## src/rtl/sjf_pkg.sv

```systemverilog
`default_nettype none

package sjf_pkg;

	// ready store geometry
	localparam int QUEUE_DEPTH = 16;
	localparam int IDX_W       = $clog2(QUEUE_DEPTH);
	localparam int CNT_W       = $clog2(QUEUE_DEPTH + 1);

	// transaction field widths
	localparam int ID_W    = 16;
	localparam int BURST_W = 16;
	localparam int TIME_W  = 32;
	localparam int EV_W    = 2;
	localparam int WAIT_W  = 5;

	// operation codes
	localparam logic OP_ARRIVE = 1'b0;
	localparam logic OP_TICK   = 1'b1;

	// result event codes
	localparam logic [EV_W-1:0] EV_ACCEPT   = 2'd0;
	localparam logic [EV_W-1:0] EV_DROP     = 2'd1;
	localparam logic [EV_W-1:0] EV_IDLE     = 2'd2;
	localparam logic [EV_W-1:0] EV_DISPATCH = 2'd3;

	// write / clear request from the sequencer to the ready store
	typedef struct packed {
		logic               set;
		logic               clr;
		logic [IDX_W-1:0]   idx;
		logic [ID_W-1:0]    id;
		logic [BURST_W-1:0] burst;
	} sjf_wr_t;

	// registered read data coming back from the ready store
	typedef struct packed {
		logic               en;
		logic [IDX_W-1:0]   idx;
		logic               valid;
		logic [ID_W-1:0]    id;
		logic [BURST_W-1:0] burst;
	} sjf_rd_t;

endpackage

`default_nettype wire

```

## src/rtl/sjf_store.sv

```systemverilog
`default_nettype none

module sjf_store
	import sjf_pkg::*;
(
	input  wire logic             clk,
	input  wire logic             arst_n,
	input  wire sjf_wr_t          wr,
	input  wire logic             rd_en,
	input  wire logic [IDX_W-1:0] rd_idx,
	output sjf_rd_t               rd
);

	logic [ID_W-1:0]    id_mem    [QUEUE_DEPTH];
	logic [BURST_W-1:0] burst_mem [QUEUE_DEPTH];
	logic [QUEUE_DEPTH-1:0] vld_q;

	logic               rd_en_s1;
	logic [IDX_W-1:0]   rd_idx_s1;
	logic               rd_valid_s1;
	logic [ID_W-1:0]    rd_id_s1;
	logic [BURST_W-1:0] rd_burst_s1;

	// job slot memory, one write and one registered read per cycle
	always_ff @(posedge clk) begin
		if (wr.set) begin
			id_mem[wr.idx]    <= wr.id;
			burst_mem[wr.idx] <= wr.burst;
		end
		if (rd_en) begin
			rd_id_s1    <= id_mem[rd_idx];
			rd_burst_s1 <= burst_mem[rd_idx];
			rd_idx_s1   <= rd_idx;
		end
	end

	// occupancy bits and read strobe
	always_ff @(posedge clk or negedge arst_n) begin
		if (!arst_n) begin
			vld_q       <= '0;
			rd_en_s1    <= 1'b0;
			rd_valid_s1 <= 1'b0;
		end else begin
			if (wr.set)
				vld_q[wr.idx] <= 1'b1;
			else if (wr.clr)
				vld_q[wr.idx] <= 1'b0;
			rd_en_s1 <= rd_en;
			if (rd_en)
				rd_valid_s1 <= vld_q[rd_idx];
		end
	end

	assign rd.en    = rd_en_s1;
	assign rd.idx   = rd_idx_s1;
	assign rd.valid = rd_valid_s1;
	assign rd.id    = rd_id_s1;
	assign rd.burst = rd_burst_s1;

endmodule

`default_nettype wire

```

## src/rtl/sjf_cmp.sv

```systemverilog
`default_nettype none

module sjf_cmp
	import sjf_pkg::*;
(
	input  wire logic [BURST_W-1:0] cand_burst,
	input  wire logic [ID_W-1:0]    cand_id,
	input  wire logic [BURST_W-1:0] best_burst,
	input  wire logic [ID_W-1:0]    best_id,
	output logic                    less
);

	// shorter burst wins, equal burst goes to the smaller id
	always_comb begin
		less = (cand_burst < best_burst) ||
			((cand_burst == best_burst) && (cand_id < best_id));
	end

endmodule

`default_nettype wire

```

## src/rtl/sjf_nonpreemptive_scheduler_unit.sv

```systemverilog
// Non-preemptive shortest-job-first dispatcher. Each input transaction is either a job
// arrival (operation 0) or one clock tick (operation 1), and each gives exactly one result
// transaction. A job that arrives while all QUEUE_DEPTH slots hold waiting jobs is dropped;
// a burst of zero is taken as one. A tick frees the CPU when the running job's finish time
// equals the current time, then, with the CPU idle, dispatches the waiting job with the
// smallest burst (smaller id on a tie, lower slot on a full tie) and advances time by one.
// Times wrap modulo 2^32. Timing: a stored arrival or a dispatching tick walks the ready
// store through its single read port, one slot per cycle, into one shared comparator; a
// dropped arrival or a tick without dispatch skips that walk. One item is worked on at a
// time; the result register frees the input side once the result has been loaded, so a
// result still held by result_stall adds its stalled cycles to the next item.
`default_nettype none

module sjf_nonpreemptive_scheduler_unit
	import sjf_pkg::*;
(
	input  wire logic               clk,
	input  wire logic               arst_n,
	input  wire logic               item_valid,
	output logic                    item_stall,
	input  wire logic               operation,
	input  wire logic [ID_W-1:0]    job_id,
	input  wire logic [BURST_W-1:0] burst_len,
	output logic                    result_valid,
	input  wire logic               result_stall,
	output logic [EV_W-1:0]         event_res,
	output logic [ID_W-1:0]         run_id,
	output logic [TIME_W-1:0]       start_time,
	output logic [TIME_W-1:0]       end_time,
	output logic [WAIT_W-1:0]       waiting_count
);

	typedef enum logic [3:0] {
		ST_IDLE  = 4'b0001,
		ST_SCAN  = 4'b0010,
		ST_DRAIN = 4'b0100,
		ST_DONE  = 4'b1000
	} state_t;

	state_t             state_q;
	logic [IDX_W-1:0]   scan_idx_q;
	logic               op_q;
	logic [EV_W-1:0]    ev_q;
	logic [ID_W-1:0]    new_id_q;
	logic [BURST_W-1:0] new_burst_q;
	logic               best_vld_q;
	logic [IDX_W-1:0]   best_idx_q;
	logic [ID_W-1:0]    best_id_q;
	logic [BURST_W-1:0] best_burst_q;
	logic [CNT_W-1:0]   cnt_q;
	logic [TIME_W-1:0]  now_q;
	logic [TIME_W-1:0]  finish_q;
	logic               busy_q;
	logic               res_vld_q;
	logic [EV_W-1:0]    res_ev_q;
	logic [ID_W-1:0]    res_id_q;
	logic [TIME_W-1:0]  res_start_q;
	logic [TIME_W-1:0]  res_end_q;
	logic [WAIT_W-1:0]  res_wait_q;

	logic               in_fire;
	logic               out_free;
	logic               finish_go;
	logic               busy_nxt;
	logic [BURST_W-1:0] burst_eff;
	logic [TIME_W-1:0]  end_calc;
	logic [CNT_W-1:0]   cnt_nxt;
	logic               less;
	logic               take;
	sjf_wr_t            wr;
	sjf_rd_t            rd;

	assign in_fire   = item_valid && !item_stall;
	assign out_free  = !res_vld_q || !result_stall;
	assign finish_go = (state_q == ST_DONE) && out_free;
	assign busy_nxt  = busy_q && (finish_q != now_q);
	assign burst_eff = (burst_len == '0) ? BURST_W'(1) : burst_len;
	assign end_calc  = now_q + TIME_W'(best_burst_q);

	// ready store
	assign wr.set   = finish_go && (ev_q == EV_ACCEPT);
	assign wr.clr   = finish_go && (ev_q == EV_DISPATCH);
	assign wr.idx   = best_idx_q;
	assign wr.id    = new_id_q;
	assign wr.burst = new_burst_q;

	sjf_store u_store (
		.clk    (clk),
		.arst_n (arst_n),
		.wr     (wr),
		.rd_en  (state_q == ST_SCAN),
		.rd_idx (scan_idx_q),
		.rd     (rd)
	);

	// shared comparator
	sjf_cmp u_cmp (
		.cand_burst (rd.burst),
		.cand_id    (rd.id),
		.best_burst (best_burst_q),
		.best_id    (best_id_q),
		.less       (less)
	);

	// ticks keep the best waiting job, arrivals keep the first free slot
	always_comb begin
		if (op_q == OP_TICK)
			take = rd.en && rd.valid && (!best_vld_q || less);
		else
			take = rd.en && !rd.valid && !best_vld_q;
	end

	// waiting count after the current item
	always_comb begin
		case (ev_q)
			EV_ACCEPT:   cnt_nxt = cnt_q + CNT_W'(1);
			EV_DISPATCH: cnt_nxt = cnt_q - CNT_W'(1);
			default:     cnt_nxt = cnt_q;
		endcase
	end

	// sequencer
	always_ff @(posedge clk or negedge arst_n) begin
		if (!arst_n) begin
			state_q    <= ST_IDLE;
			scan_idx_q <= '0;
			best_vld_q <= 1'b0;
			cnt_q      <= '0;
			now_q      <= '0;
			finish_q   <= '0;
			busy_q     <= 1'b0;
			res_vld_q  <= 1'b0;
		end else begin
			if (res_vld_q && !result_stall && !finish_go)
				res_vld_q <= 1'b0;
			case (state_q)
				ST_IDLE: begin
					if (in_fire) begin
						scan_idx_q <= '0;
						best_vld_q <= 1'b0;
						if (operation == OP_ARRIVE) begin
							if (cnt_q == CNT_W'(QUEUE_DEPTH))
								state_q <= ST_DONE;
							else
								state_q <= ST_SCAN;
						end else begin
							busy_q <= busy_nxt;
							if (busy_nxt || (cnt_q == '0))
								state_q <= ST_DONE;
							else
								state_q <= ST_SCAN;
						end
					end
				end
				ST_SCAN: begin
					if (take)
						best_vld_q <= 1'b1;
					scan_idx_q <= scan_idx_q + IDX_W'(1);
					if (scan_idx_q == IDX_W'(QUEUE_DEPTH - 1))
						state_q <= ST_DRAIN;
				end
				ST_DRAIN: begin
					if (take)
						best_vld_q <= 1'b1;
					state_q <= ST_DONE;
				end
				ST_DONE: begin
					if (out_free) begin
						res_vld_q <= 1'b1;
						cnt_q     <= cnt_nxt;
						if (op_q == OP_TICK)
							now_q <= now_q + TIME_W'(1);
						if (ev_q == EV_DISPATCH) begin
							finish_q <= end_calc;
							busy_q   <= 1'b1;
						end
						state_q <= ST_IDLE;
					end
				end
				default: state_q <= ST_IDLE;
			endcase
		end
	end

	// item payload and scan candidate
	always_ff @(posedge clk) begin
		if (in_fire) begin
			op_q        <= operation;
			new_id_q    <= job_id;
			new_burst_q <= burst_eff;
			if (operation == OP_ARRIVE)
				ev_q <= (cnt_q == CNT_W'(QUEUE_DEPTH)) ? EV_DROP : EV_ACCEPT;
			else
				ev_q <= (busy_nxt || (cnt_q == '0)) ? EV_IDLE : EV_DISPATCH;
		end
		if (take) begin
			best_idx_q   <= rd.idx;
			best_id_q    <= rd.id;
			best_burst_q <= rd.burst;
		end
	end

	// result register
	always_ff @(posedge clk) begin
		if (finish_go) begin
			res_ev_q   <= ev_q;
			res_wait_q <= WAIT_W'(cnt_nxt);
			if (ev_q == EV_DISPATCH) begin
				res_id_q    <= best_id_q;
				res_start_q <= now_q;
				res_end_q   <= end_calc;
			end else begin
				res_id_q    <= '0;
				res_start_q <= '0;
				res_end_q   <= '0;
			end
		end
	end

	assign item_stall    = (state_q != ST_IDLE);
	assign result_valid  = res_vld_q;
	assign event_res     = res_ev_q;
	assign run_id        = res_id_q;
	assign start_time    = res_start_q;
	assign end_time      = res_end_q;
	assign waiting_count = res_wait_q;

endmodule

`default_nettype wire

```

## config.mk

```make
export PLATFORM = sky130hd
export DESIGN_NAME = sjf_nonpreemptive_scheduler_unit
export DESIGN_NICKNAME = d
export VERILOG_FILES = /design/src/rtl/sjf_pkg.sv /design/src/rtl/sjf_store.sv /design/src/rtl/sjf_cmp.sv /design/src/rtl/sjf_nonpreemptive_scheduler_unit.sv
export SDC_FILE = /design/constraint.sdc
export NUM_CORES = 1
export LEC_CHECK = 0
export BUFFER_PORTS_ARGS = -buffer_cell sky130_fd_sc_hd__buf_2
export CELL_PAD_IN_SITES_DETAIL_PLACEMENT = 2
export CELL_PAD_IN_SITES_GLOBAL_PLACEMENT = 2
export CORE_MARGIN = 2
export CORE_UTILIZATION = 43
export CTS_BUF_LIST = sky130_fd_sc_hd__clkbuf_8
export CTS_CLUSTER_SIZE = 25
export DETAILED_ROUTE_END_ITERATION = 12
export GPL_ROUTABILITY_DRIVEN = 0
export PLACE_DENSITY_LB_ADDON = 0.1
export SETUP_SLACK_MARGIN = 0.15
export SYNTH_ARGS = -nofsm -noshare
export SYNTH_HDL_FRONTEND = slang
export SYNTH_SLANG_ARGS = --single-unit
```

## constraint.sdc

```tcl
create_clock -name clk -period 4.36 [get_ports clk]
set_input_delay 0.654 -clock clk [delete_from_list [all_inputs] [get_ports clk]]
set_output_delay 0.654 -clock clk [all_outputs]
set_load 0.01 [all_outputs]
```

==> results.toml <==
[clocking]
cts_sinks = 803
post_cts_resized = 0
path_clk_slew_ns = 0.06
hold_buffers = 19
clockBufferDepth = 3
numCtsBuffers = 140
cts_tree = "built"
clk-insertion-delay-late_ns = 0.80
clock-root-buffer = "clkbuf_8"
cts_setup_buffers = 0
htree_num_levels = 4

[run]
cap_violations = 0

[sta]
finalHoldViolCount = 0
setup_viol = 0
period_needed_ns = 3.50
whs_ns = 0.0638
setup_tns_ns = 0
grt_setup_unrepaired = "no"
maxSlewHeadroom = 0.197
min_period_over_period = 0.803
fin_skew_ns = 0.0294
drv_slew = 0
max_freq_ghz = 0.286
tightest_slew_ns = 1.19

[worst_setup_path]
critical_path.top_delay_family = "simple AND/OR/NAND/NOR gates"
path_buf_inv = 1
crit_path_top_delay_cell = "nor2_4"
path_cells = "or4b_1 > nor2_4 > nand3_1 > nor2_4 > buf_12"
critical_path_arrival_ns = 3.98
critPathRequiredTime_ns = 4.84
critical_path_class = "register to register"
reg2reg_to = "u_store.burst_mem[11][0]$_DFFE_PP_"
crit_fanout = 18
slowest_delay_ns = 0.78
r2r_start = "state_q[1]$_DFFE_PN0P_"
rr_worst_depth = 5
regToRegSetupSlack_ns = 0.86
startpoint_type = "register"
crit_top_cell = "nor2_4"
critPathCaptureType = "register"
worst-path-stages = 5

[route]
wl_um = 95100
drtIter0Drc = 1105
drc_errors = 0
drt-vias-per-instance = 5.65
vias = 18800
route.antenna.remaining_nets = 0
post_drt_wl_per_cell_um = 28.6
first_pass_iters = 5

[grt]
grt_max_degree = 70
grt_pass1_vias = 21200
grt.overflow.total = 0
antenna_found_initial = 4
grt_pass1_wl_um = 141000
grtUsageTotal = 0.248

[synth]
synth.distinct_cells = 64
syn_inst = 2017
async_flop_share = 0.122
synth-edff-count = 705
netlist_area_um2 = 32700
synth.avg_cell_area_um2 = 16.2
mappedNetlistNets = 2110
ys_seq_area_frac = 0.723
synth-main-ff-cell = "edfxtp_1"
ys_ff_latch = 803
ys_warn_count = 0

[worst_hold_path]
min_to = "new_burst_q[10]$_SDFFCE_PN0P_"
hold_class = "input port to register"
hp-start = "burst_len[10]"
min_path_cells = 1

[placement]
portBuffers = 125
dpl.hpwl_um = 61600

[layout]
num-nets-final = 2330
drive_gt1_frac = 0.207
syn2layout_area_growth_pct = 14.6
fin_util = 0.495

[die]
coreArea_um2 = 75600
ios = 126
rows = 101
dieHeight_um = 280
die_area_um2 = 78200
floorplan.initialDensity = 0.432
die_x_um = 280

[power_and_ir_drop]
vdd_ir_drop_max_mv = 0.349
power_density_nw_per_um2 = 519
p_leak_nw = 13.0

[status]
status = "completed"
==> cell usage after synthesis (all sizes together) (5+ instances only) <==
cell type / instances / area share
nor2b: 7 / 0.0013
mux4: 69 / 0.048
mux2i: 104 / 0.032
a22oi: 32 / 0.0074
nand2b: 8 / 0.0015
nand2: 100 / 0.011
edfxtp: 705 / 0.65
dfrtp: 97 / 0.074
inv: 51 / 0.0059
nor4: 9 / 0.0022
mux2: 38 / 0.013
xnor2: 65 / 0.018
o211ai: 5 / 0.0015
or4: 8 / 0.0018
and2: 49 / 0.0094
buf: 42 / 0.0063
nor3: 13 / 0.0021
xor2: 19 / 0.0051
a21oi: 72 / 0.011
o21a: 5 / 0.0011
and3: 8 / 0.0015
o31ai: 13 / 0.0030
o21ai: 115 / 0.018
a221oi: 32 / 0.0086
a31oi: 19 / 0.0036
clkbuf: 75 / 0.0086
nand4: 23 / 0.0049
nand3: 31 / 0.0047
a21o: 12 / 0.0028
nor2: 90 / 0.011
or3: 7 / 0.0015
ha: 54 / 0.021
==> per-stage QoR <==
step                instances  total power (W)  instance area, um^2  setup WS (ns)
floorplan                2017           0.0120                32700         -0.320
global placement         3054           0.0132                34700           1.01
detailed placement       3054           0.0133                34700          0.833
CTS                      3325           0.0197                37400          0.818
global route             3326           0.0203                37400          0.747
finish                   3327           0.0194                37400          0.860
==> layer usage <==
metal	vias to the layer above	routed length (um)	GRT usage
li1	8238	-	-
met1	9898	38400	0.301
met2	499	49700	0.442
met3	167	3990	0.0419
met4	0	3000	0.0969
met5	-	0	0
==> area by class of cell <==
class                   instances  area (um^2)
multi-input cells            1045         8500
inverters                      52          195
clock inverters               103          464
well taps                     978         1220
flip-flops and latches        803        23600
clock buffers                 149         2050
diodes                          2         5.00
fillers                      6953        38100
repair buffers                195         1350
==> cell usage in the layout (no fill, tap or decap), drive strengths merged, types with 4 or more instances in the layout <==
master / n
nor2b: 7
mux2: 38
dfrtp: 97
o211ai: 5
mux2i: 104
ha: 54
or3: 7
o21a: 5
nor4: 9
xnor2: 65
edfxtp: 705
a21oi: 72
nand3: 31
o31ai: 13
o21ai: 115
or4: 8
a22oi: 32
and2: 49
clkinv: 41
nand2b: 8
dlygate4sd3: 19
inv: 111
clkbuf: 149
nand2: 100
mux4: 69
nor3: 13
a21boi: 4
xor2: 19
buf: 176
nand4: 23
nor2: 90
a31oi: 19
a221oi: 32
a21o: 12
and4: 4
and3: 8
==> state kept, by name (all words and copies together), names as in the netlist, 2 cells and up, named ones only <==
signal and flops:
event_res 2, cnt_q 5, waiting_count 5, u_store.burst_mem 256, new_burst_q 16, best_burst_q 16, run_id 16, end_time 32
new_id_q 16, finish_q 32, scan_idx_q 4, now_q 32, best_idx_q 4, u_store.rd_id_s1 16, u_store.id_mem 256, u_store.rd_burst_s1 16
u_store.rd_idx_s1 4, state_q 4, start_time 32, best_id_q 16
==> kinds of logic (layout without fill, tap and decap cells) <==
group,count (synthesis),count (layout),synth area share
other,0,2,0
DFF,803,803,0.723
AOI/OAI and AO/OA,328,328,0.0625
and+or+nand+nor,366,366,0.0564
adders and majority gates,56,56,0.0219
xor gates and xnor gates,84,84,0.0227
buffers and inverters,169,499,0.0209
muxes,211,211,0.0925
==> worst max-delay path by stage <==
stage / start / slack [ns] / to
finish: state_q[1]$_DFFE_PN0P_ / 0.86 / u_store.burst_mem[11][0]$_DFFE_PP_
global route: state_q[1]$_DFFE_PN0P_ / 0.75 / u_store.burst_mem[7][0]$_DFFE_PP_
CTS: state_q[1]$_DFFE_PN0P_ / 0.82 / u_store.burst_mem[7][0]$_DFFE_PP_
detailed placement: state_q[1]$_DFFE_PN0P_ / 0.83 / u_store.burst_mem[11][1]$_DFFE_PP_
global placement: state_q[1]$_DFFE_PN0P_ / 1.01 / u_store.burst_mem[11][1]$_DFFE_PP_
floorplan: state_q[1]$_DFFE_PN0P_ / -0.32 / u_store.burst_mem[12][0]$_DFFE_PP_
==> power by group <==
part           internal, W  total, W  switching, W
sequential         0.00925   0.00998      0.000733
clock              0.00316   0.00629       0.00312
combinational      0.00137   0.00314       0.00177
Note: power is estimated with default switching activity, not from simulation.
